===== src/rtl/sfs_pkg.sv =====
// Shared types, constants and a helper function for the sorted table Fibonacci search unit.
package sfs_pkg;

    // Field widths of the stream payloads.
    localparam int KEY_W     = 32;
    localparam int DATA_W    = 32;
    localparam int POS_W     = 8;
    localparam int CMD_W     = 2;
    localparam int S_TDATA_W = KEY_W + DATA_W;
    localparam int M_TDATA_W = POS_W + DATA_W;
    localparam int M_TUSER_W = 2;

    // Default table depth.
    localparam int DEPTH_DEF = 128;

    // A search gives up after this many probe steps.
    localparam int PROBE_LIMIT = 64;
    localparam int PROBE_W     = $clog2(PROBE_LIMIT + 1);

    // Fibonacci numbers, enough to cover the largest supported table.
    localparam int FIB_N     = 24;
    localparam int FIB_W     = 16;
    localparam int FIB_IDX_W = $clog2(FIB_N);

    typedef logic [FIB_W-1:0] fib_t;

    localparam fib_t FIB_TABLE [FIB_N] = '{
        16'd0,    16'd1,    16'd1,    16'd2,    16'd3,    16'd5,
        16'd8,    16'd13,   16'd21,   16'd34,   16'd55,   16'd89,
        16'd144,  16'd233,  16'd377,  16'd610,  16'd987,  16'd1597,
        16'd2584, 16'd4181, 16'd6765, 16'd10946, 16'd17711, 16'd28657
    };

    // Command codes carried in the input tuser.
    typedef enum logic [CMD_W-1:0] {
        OP_INSERT = 2'd0,
        OP_SORT   = 2'd1,
        OP_SEARCH = 2'd2,
        OP_NOP    = 2'd3
    } op_t;

    // Controller states.
    typedef enum logic [3:0] {
        ST_IDLE,
        ST_INSERT,
        ST_SORT_RD_I,
        ST_SORT_LD_I,
        ST_SORT_RD_J,
        ST_SORT_CMP,
        ST_SORT_WR_I,
        ST_SRCH_INIT,
        ST_SRCH_RD0,
        ST_SRCH_ADJ,
        ST_SRCH_PROBE,
        ST_SRCH_CMP,
        ST_FINISH
    } state_t;

    // Commands from the controller to the datapath.
    typedef struct packed {
        logic load_in;
        logic insert;
        logic sort_rd_i;
        logic sort_ld_i;
        logic sort_rd_j;
        logic sort_cmp;
        logic sort_wr_i;
        logic srch_init;
        logic srch_rd;
        logic srch_adj;
        logic srch_step;
        logic out_load;
    } dp_cmd_t;

    // Status from the datapath to the controller.
    typedef struct packed {
        logic empty;
        logic i_done;
        logic j_done;
        logic p_out;
        logic probe_end;
        logic key_eq;
        logic key_lt;
        logic r_zero;
        logic q_one;
    } dp_stat_t;

    // Fibonacci number at an index; indices outside the table count as zero.
    function automatic fib_t fib_at(input int idx);
        fib_t value;
        value = '0;
        if (idx >= 0 && idx < FIB_N)
        begin
            value = FIB_TABLE[idx[FIB_IDX_W-1:0]];
        end
        return value;
    endfunction

endpackage


===== src/rtl/sfs_ctrl.sv =====
// Controller: sequences insert, sort and search steps and owns both handshakes.
module sfs_ctrl (
    input  logic                      clk,
    input  logic                      rst_n,
    input  logic                      s_tvalid,
    output logic                      s_tready,
    input  logic [sfs_pkg::CMD_W-1:0] s_tuser,
    output logic                      m_tvalid,
    input  logic                      m_tready,
    input  sfs_pkg::dp_stat_t         stat,
    output sfs_pkg::dp_cmd_t          cmd
);

    sfs_pkg::state_t state_reg, state_next;
    logic            m_tvalid_reg, m_tvalid_next;
    logic            out_free;

    assign out_free = !m_tvalid_reg || m_tready;
    assign s_tready = (state_reg == sfs_pkg::ST_IDLE);
    assign m_tvalid = m_tvalid_reg;

    // Next-state logic.
    always_comb
    begin
        state_next = state_reg;
        case (state_reg)
            sfs_pkg::ST_IDLE:
            begin
                if (s_tvalid)
                begin
                    case (sfs_pkg::op_t'(s_tuser))
                        sfs_pkg::OP_INSERT: state_next = sfs_pkg::ST_INSERT;
                        sfs_pkg::OP_SORT:   state_next = sfs_pkg::ST_SORT_RD_I;
                        sfs_pkg::OP_SEARCH: state_next = sfs_pkg::ST_SRCH_INIT;
                        default:            state_next = sfs_pkg::ST_FINISH;
                    endcase
                end
            end
            sfs_pkg::ST_INSERT:    state_next = sfs_pkg::ST_FINISH;
            sfs_pkg::ST_SORT_RD_I:
            begin
                state_next = stat.i_done ? sfs_pkg::ST_FINISH : sfs_pkg::ST_SORT_LD_I;
            end
            sfs_pkg::ST_SORT_LD_I: state_next = sfs_pkg::ST_SORT_RD_J;
            sfs_pkg::ST_SORT_RD_J:
            begin
                state_next = stat.j_done ? sfs_pkg::ST_SORT_WR_I : sfs_pkg::ST_SORT_CMP;
            end
            sfs_pkg::ST_SORT_CMP:  state_next = sfs_pkg::ST_SORT_RD_J;
            sfs_pkg::ST_SORT_WR_I: state_next = sfs_pkg::ST_SORT_RD_I;
            sfs_pkg::ST_SRCH_INIT:
            begin
                state_next = stat.empty ? sfs_pkg::ST_FINISH : sfs_pkg::ST_SRCH_RD0;
            end
            sfs_pkg::ST_SRCH_RD0:
            begin
                state_next = stat.p_out ? sfs_pkg::ST_FINISH : sfs_pkg::ST_SRCH_ADJ;
            end
            sfs_pkg::ST_SRCH_ADJ:  state_next = sfs_pkg::ST_SRCH_PROBE;
            sfs_pkg::ST_SRCH_PROBE:
            begin
                if (stat.probe_end || stat.p_out)
                begin
                    state_next = sfs_pkg::ST_FINISH;
                end
                else
                begin
                    state_next = sfs_pkg::ST_SRCH_CMP;
                end
            end
            sfs_pkg::ST_SRCH_CMP:
            begin
                // A hit, or a step that would leave the Fibonacci range, ends the search.
                if (stat.key_eq || (stat.key_lt && stat.r_zero) ||
                    (!stat.key_lt && stat.q_one))
                begin
                    state_next = sfs_pkg::ST_FINISH;
                end
                else
                begin
                    state_next = sfs_pkg::ST_SRCH_PROBE;
                end
            end
            sfs_pkg::ST_FINISH:
            begin
                if (out_free)
                begin
                    state_next = sfs_pkg::ST_IDLE;
                end
            end
            default: state_next = sfs_pkg::ST_IDLE;
        endcase
    end

    // Command outputs.
    always_comb
    begin
        cmd = '0;
        case (state_reg)
            sfs_pkg::ST_IDLE:       cmd.load_in   = s_tvalid;
            sfs_pkg::ST_INSERT:     cmd.insert    = 1'b1;
            sfs_pkg::ST_SORT_RD_I:  cmd.sort_rd_i = !stat.i_done;
            sfs_pkg::ST_SORT_LD_I:  cmd.sort_ld_i = 1'b1;
            sfs_pkg::ST_SORT_RD_J:  cmd.sort_rd_j = !stat.j_done;
            sfs_pkg::ST_SORT_CMP:   cmd.sort_cmp  = 1'b1;
            sfs_pkg::ST_SORT_WR_I:  cmd.sort_wr_i = 1'b1;
            sfs_pkg::ST_SRCH_INIT:  cmd.srch_init = 1'b1;
            sfs_pkg::ST_SRCH_RD0:   cmd.srch_rd   = !stat.p_out;
            sfs_pkg::ST_SRCH_ADJ:   cmd.srch_adj  = 1'b1;
            sfs_pkg::ST_SRCH_PROBE: cmd.srch_rd   = !(stat.probe_end || stat.p_out);
            sfs_pkg::ST_SRCH_CMP:   cmd.srch_step = 1'b1;
            sfs_pkg::ST_FINISH:     cmd.out_load  = out_free;
            default:                cmd = '0;
        endcase
    end

    // Output valid holds until the result transfer completes.
    always_comb
    begin
        m_tvalid_next = cmd.out_load || (m_tvalid_reg && !m_tready);
    end

    always_ff @(posedge clk or negedge rst_n)
    begin
        if (!rst_n)
        begin
            state_reg    <= sfs_pkg::ST_IDLE;
            m_tvalid_reg <= 1'b0;
        end
        else
        begin
            state_reg    <= state_next;
            m_tvalid_reg <= m_tvalid_next;
        end
    end

endmodule


===== config.mk =====
export PLATFORM = sky130hd
export DESIGN_NAME = sfs_ctrl
export DESIGN_NICKNAME = d
export VERILOG_FILES = /design/src/rtl/sfs_pkg.sv /design/src/rtl/sfs_ctrl.sv
export SDC_FILE = /design/constraint.sdc
export NUM_CORES = 1
export LEC_CHECK = 0
export ABC_AREA = 0
export ABC_CLOCK_PERIOD_IN_PS = 1520
export BUFFER_PORTS_ARGS = -buffer_cell sky130_fd_sc_hd__buf_2
export CORE_MARGIN = 2
export CORE_UTILIZATION = 40
export CTS_CLUSTER_SIZE = 8
export DETAILED_ROUTE_END_ITERATION = 10
export PLACE_DENSITY = 0.83
export SLEW_MARGIN = 10
export SYNTH_ARGS = -nofsm -noshare
export SYNTH_HDL_FRONTEND = slang
export SYNTH_SLANG_ARGS = --single-unit
export TNS_END_PERCENT = 5

===== constraint.sdc =====
create_clock -name clk -period 1.52 [get_ports clk]
set_clock_uncertainty 0.2 [all_clocks]
set_input_delay 0.228 -clock clk [delete_from_list [all_inputs] [get_ports clk]]
set_output_delay 0.228 -clock clk [all_outputs]
set_load 0.05 [all_outputs]

# [Word-level counts from Yosys, hierarchy flattened]
# Cells that the tools add are included.
[totals] regBits=5 input_bits=15 out_inout_bits=14 wordCells=59
[classes] eq_ne=16 muxes=22 reduce_logical=19
[op_table] operator="4-bit case mux with 12 select lines" n=1
[op_table] operator="4-bit equality test, second input constant" n=5
[op_table] operator="4-bit by 3-bit equality test with 1-bit output, second input constant" n=4
[op_table] operator="3-bit two-way mux" n=4
[op_table] operator="4-bit two-way mux" n=3
[op_table] operator="4-bit case mux with 3 select lines" n=1
[op_table] operator="1-bit two-way mux" n=11
[op_table] operator="4-bit by 2-bit equality test with 1-bit output, second input constant" n=2
[op_table] operator="1-bit zero test" n=7
[op_table] operator="1-bit logical OR" n=5
[op_table] operator="4-bit by 1-bit equality test with 1-bit output, second input constant" n=1
[op_table] operator="4-bit zero test" n=1
[op_table] operator="2-bit != test, second input constant" n=2
[op_table] operator="1-bit logical AND" n=3
[op_table] operator="2-bit by 1-bit equality test with 1-bit output, second input constant" n=1
[op_table] operator="2-bit equality test, second input constant" n=1
[op_table] operator="2-bit zero test" n=1
[op_table] operator="2-bit two-way mux" n=1
[op_table] operator="1-bit case mux with 2 select lines" n=1
[op_table] operator="2-bit AND reduction" n=1
[op_table] operator="2-bit OR reduction" n=1

# [Depth between registers and ports, before layout]
[logic_depth] word_depth=5 ltp_mapped=6

# [Worst setup path before layout]
# OpenSTA, ideal clock, no wires.
[synth_timing] path_type="register to output" startpoint="register state_reg[3]" endpoint="output port cmd[9] in the netlist's numbering" arrival_time_ns=2.206 required_ns=1.092 slack_ns=-1.114 path_stages_with_launch=4 n_path_buf=2 path_cell_list="dfrtp_1 > buf_6 > buf_2 > nor4_1"
[synth_lines] item="start: declaration" line_no="sfs_ctrl.sv:14" source="sfs_pkg::state_t state_reg, state_next;"
[synth_lines] item="start signal: assignment" line_no="sfs_ctrl.sv:127" source="state_reg <= sfs_pkg::ST_IDLE;"
[synth_lines] item="start signal: assignment" line_no="sfs_ctrl.sv:132" source="state_reg <= state_next;"
[synth_lines] item="end: declaration" line_no="sfs_ctrl.sv:11" source="output sfs_pkg::dp_cmd_t cmd"

==> summary.txt <==
Final layout
  • Layout fillers: 90
  • Layout area overhead: 82.3%
  • Share of cells above drive strength 1: 0.602
  • ANT cells: 0
  • Largest register FFs: 4
  • Nets: 142
  • Post-Layout Inst Area: 1070 µm²

Synth
  • FF+latch count, synth: 5
  • YS warnings: 0
  • Syn Area/Cell: 7.70 µm²
  • Synth top area cells: dfrtp_1, nor2_1, ha_1, a21oi_1, nand2b_1
  • Sequential fraction of the synthesis area: 0.214
  • Top-area cell type share of the netlist area: 0.214
  • Post-synth top area cell: dfrtp_1
  • Count leader, synth: nor2_1
  • Number of flops mapped to enable cells by yosys: 0
  • Async S/R FF share, synth: 1.00
  • Mapped Cells: 76
  • Synthesized Nets: 94
  • Synth top cells by count: nor2_1, inv_1, a21oi_1, dfrtp_1, nand2b_1
  • Synthesized area: 586 µm²
  • Netlist cell types: 36
  • Post-synth top flop: dfrtp_1

Critical path
  • CP endpoint kind: output port
  • CP Max Fanout: 8
  • Req. time, crit path: 1.09 ns
  • Crit Path Class: reg2out
  • Worst Path Arrival: 1.39 ns
  • Startpoint types: flip-flop

Outcome
  • Outcome: complete, but fails checks
  • Failing checks: setup timing

Drt
  • Detailed-router iteration count before antenna repair: 4
  • DR WL/cell: 13.8 µm
  • Via density per instance: 5.36
  • DR iter-0 viols: 10
  • WL final: 1.91 mm
  • Vias: 740
  • Routed Antenna Nets: 0
  • DRC: 0

Power and ir drop
  • PwrDens: 2020 nW/µm²
  • Power Total: 2.15 mW
  • Maximum vdd drop: 1750 µV
  • Leakage: 0.493 nW

Die
  • Initial core utilization: 0.439
  • # rows: 13
  • # IOs: 29
  • Core area: 1330 µm²
  • Die Wd: 42.3 µm
  • Die area: 1790 µm²
  • Die Height: 42.3 µm

STA
  • Final Hold Vio Count: 0
  • Setup violations, final: 17
  • Worst-Margin Slew: 0.246 ns
  • Pins over their slew limit: 0
  • Slew headroom: 0.834
  • Min Tclk post-route: 1.82 ns
  • RSZ-0062 raised after global routing: true
  • Final Cycle Share: 1.20
  • Post-route setup slack: -0.303 ns
  • F_max: 549 MHz

Global routing
  • GRT Total Usage: 0.233
  • Initial antenna violation count: 0
  • Largest net degree at the start of global routing: 10
  • Vias in the first global route: 745
  • Grt total ovfl: 0
  • First-pass GRT wire length: 3.28 mm

Job
  • Max_cap viols: 0

Clock tree
  • Total CTS buffers: 3
  • Clk root buf: clkbuf_4
  • CTS tree: yes
  • Bufs on Longest Clock Path: 2
  • Worst-Skew Late Latency: 0.25 ns
  • Worst-path clk slew: 0.05 ns
  • CTS sink cnt: 5
  • H-tree depth: 1

Placed design
  • Final Wtd Congestion: 0.855
  • Detailed placer's ending HPWL: 1.40 mm
  • Placed Area: 883 µm²
  • PortBufs: 28

Hold path
  • Hold WC Path Type: in2async
metrics by stage:
stage          hold WS, ns  worst slack, ns   util  instances  setup TNS (ns)
2_1_floorplan       -0.268           -0.504      -         76           -5.78
3_3_place_gp        -0.152           -0.142  0.662        131           -1.32
3_5_place_dp        -0.156           -0.170  0.662        131           -1.81
4_1_cts              0.106           -0.310  0.762        137           -3.38
5_1_grt              0.145           -0.364  0.800        138           -4.58
6_report             0.118           -0.303  0.800        138           -3.50
critical path: stages, from the launching register on:
cell,delay [ns]
dfrtp_2,0.48
buf_4,0.19
nor4_4,0.28
buf_6,0.19
per-layer routing:
layer	vias up	wire [µm]	GRT usage
li1	372	-	-
met5	-	0	0
met4	0	0	0.0188
met2	20	981	0.409
met3	0	80	0.0690
met1	348	846	0.292
power by group:
group / switching, mW / internal [mW] / total [mW]
registers: 0.132 / 0.204 / 0.336
logic: 0.895 / 0.762 / 1.66
clock network: 0.0650 / 0.0957 / 0.161
cells by family after synthesis:
| group | after synthesis | share of synthesized area |
|---|---|---|
| flip-flops | 5 | 0.214 |
| AND/OR/NAND/NOR | 32 | 0.303 |
| AO/OA/AOI/OAI | 23 | 0.293 |
| multiplexers | 1 | 0.0192 |
| adder cells (fa/ha/maj) | 3 | 0.0641 |
| buffers and inverters | 12 | 0.107 |
cell usage in the layout (no fill, tap or decap), drive strengths merged:
cell type and count:
a21oi 5, a21o 1, nor3b 3, dfrtp 5, o32a 1, a221o 1, nor2b 2, nor2 11
o311a 1, dlygate4sd3 2, inv 7, and2 1, a2bb2oi 1, o31a 1, nand2b 5, a31oi 1
nor4 3, or3 2, a211oi 1, nor3 2, o211ai 1, clkbuf 3, ha 3, o2111ai 1
buf 46, o21bai 1, nand4 1, a22o 1, o21ai 4, clkinv 1, nand2 2, mux2 1
a22oi 2
path summary, 6_finish.rpt:
path                       slack, ns                      from                  endpoint  depth (start not counted)
hold / removal                  0.12                     rst_n  state_reg[0]$_DFFE_PN0P_                          2
hold reg to reg                 0.39        m_tvalid$_DFF_PN0_        m_tvalid$_DFF_PN0_                          2
setup reg to reg               -0.12  state_reg[1]$_DFFE_PN0P_  state_reg[3]$_DFFE_PN0P_                          5
min in group clk                0.12                  m_tready  state_reg[3]$_DFFE_PN0P_                          4
setup / recovery               -0.30  state_reg[3]$_DFFE_PN0P_                    cmd[9]                          3
max in group asynchronous       0.86                     rst_n  state_reg[3]$_DFFE_PN0P_                          2
cell type report:
cell class	count	area, µm²	share of cell area
multi-input combinational	59	488	0.457
clock inverter	1	5.00	0.00469
tap	15	18.8	0.0176
timing repair buffer	48	377	0.353
inverter	7	26.3	0.0246
clock buffer	3	22.5	0.0211
sequential	5	130	0.122
timing repair:
item,4_1_cts,5_1_grt
endpoints found under the setup margin,17,17
hold buffers,2,0
pin swaps,3,2
gates resized for setup,28,14
endpoints found under the hold margin,6,0
buffers inserted,0,1
(Power assumes the default switching activity.)
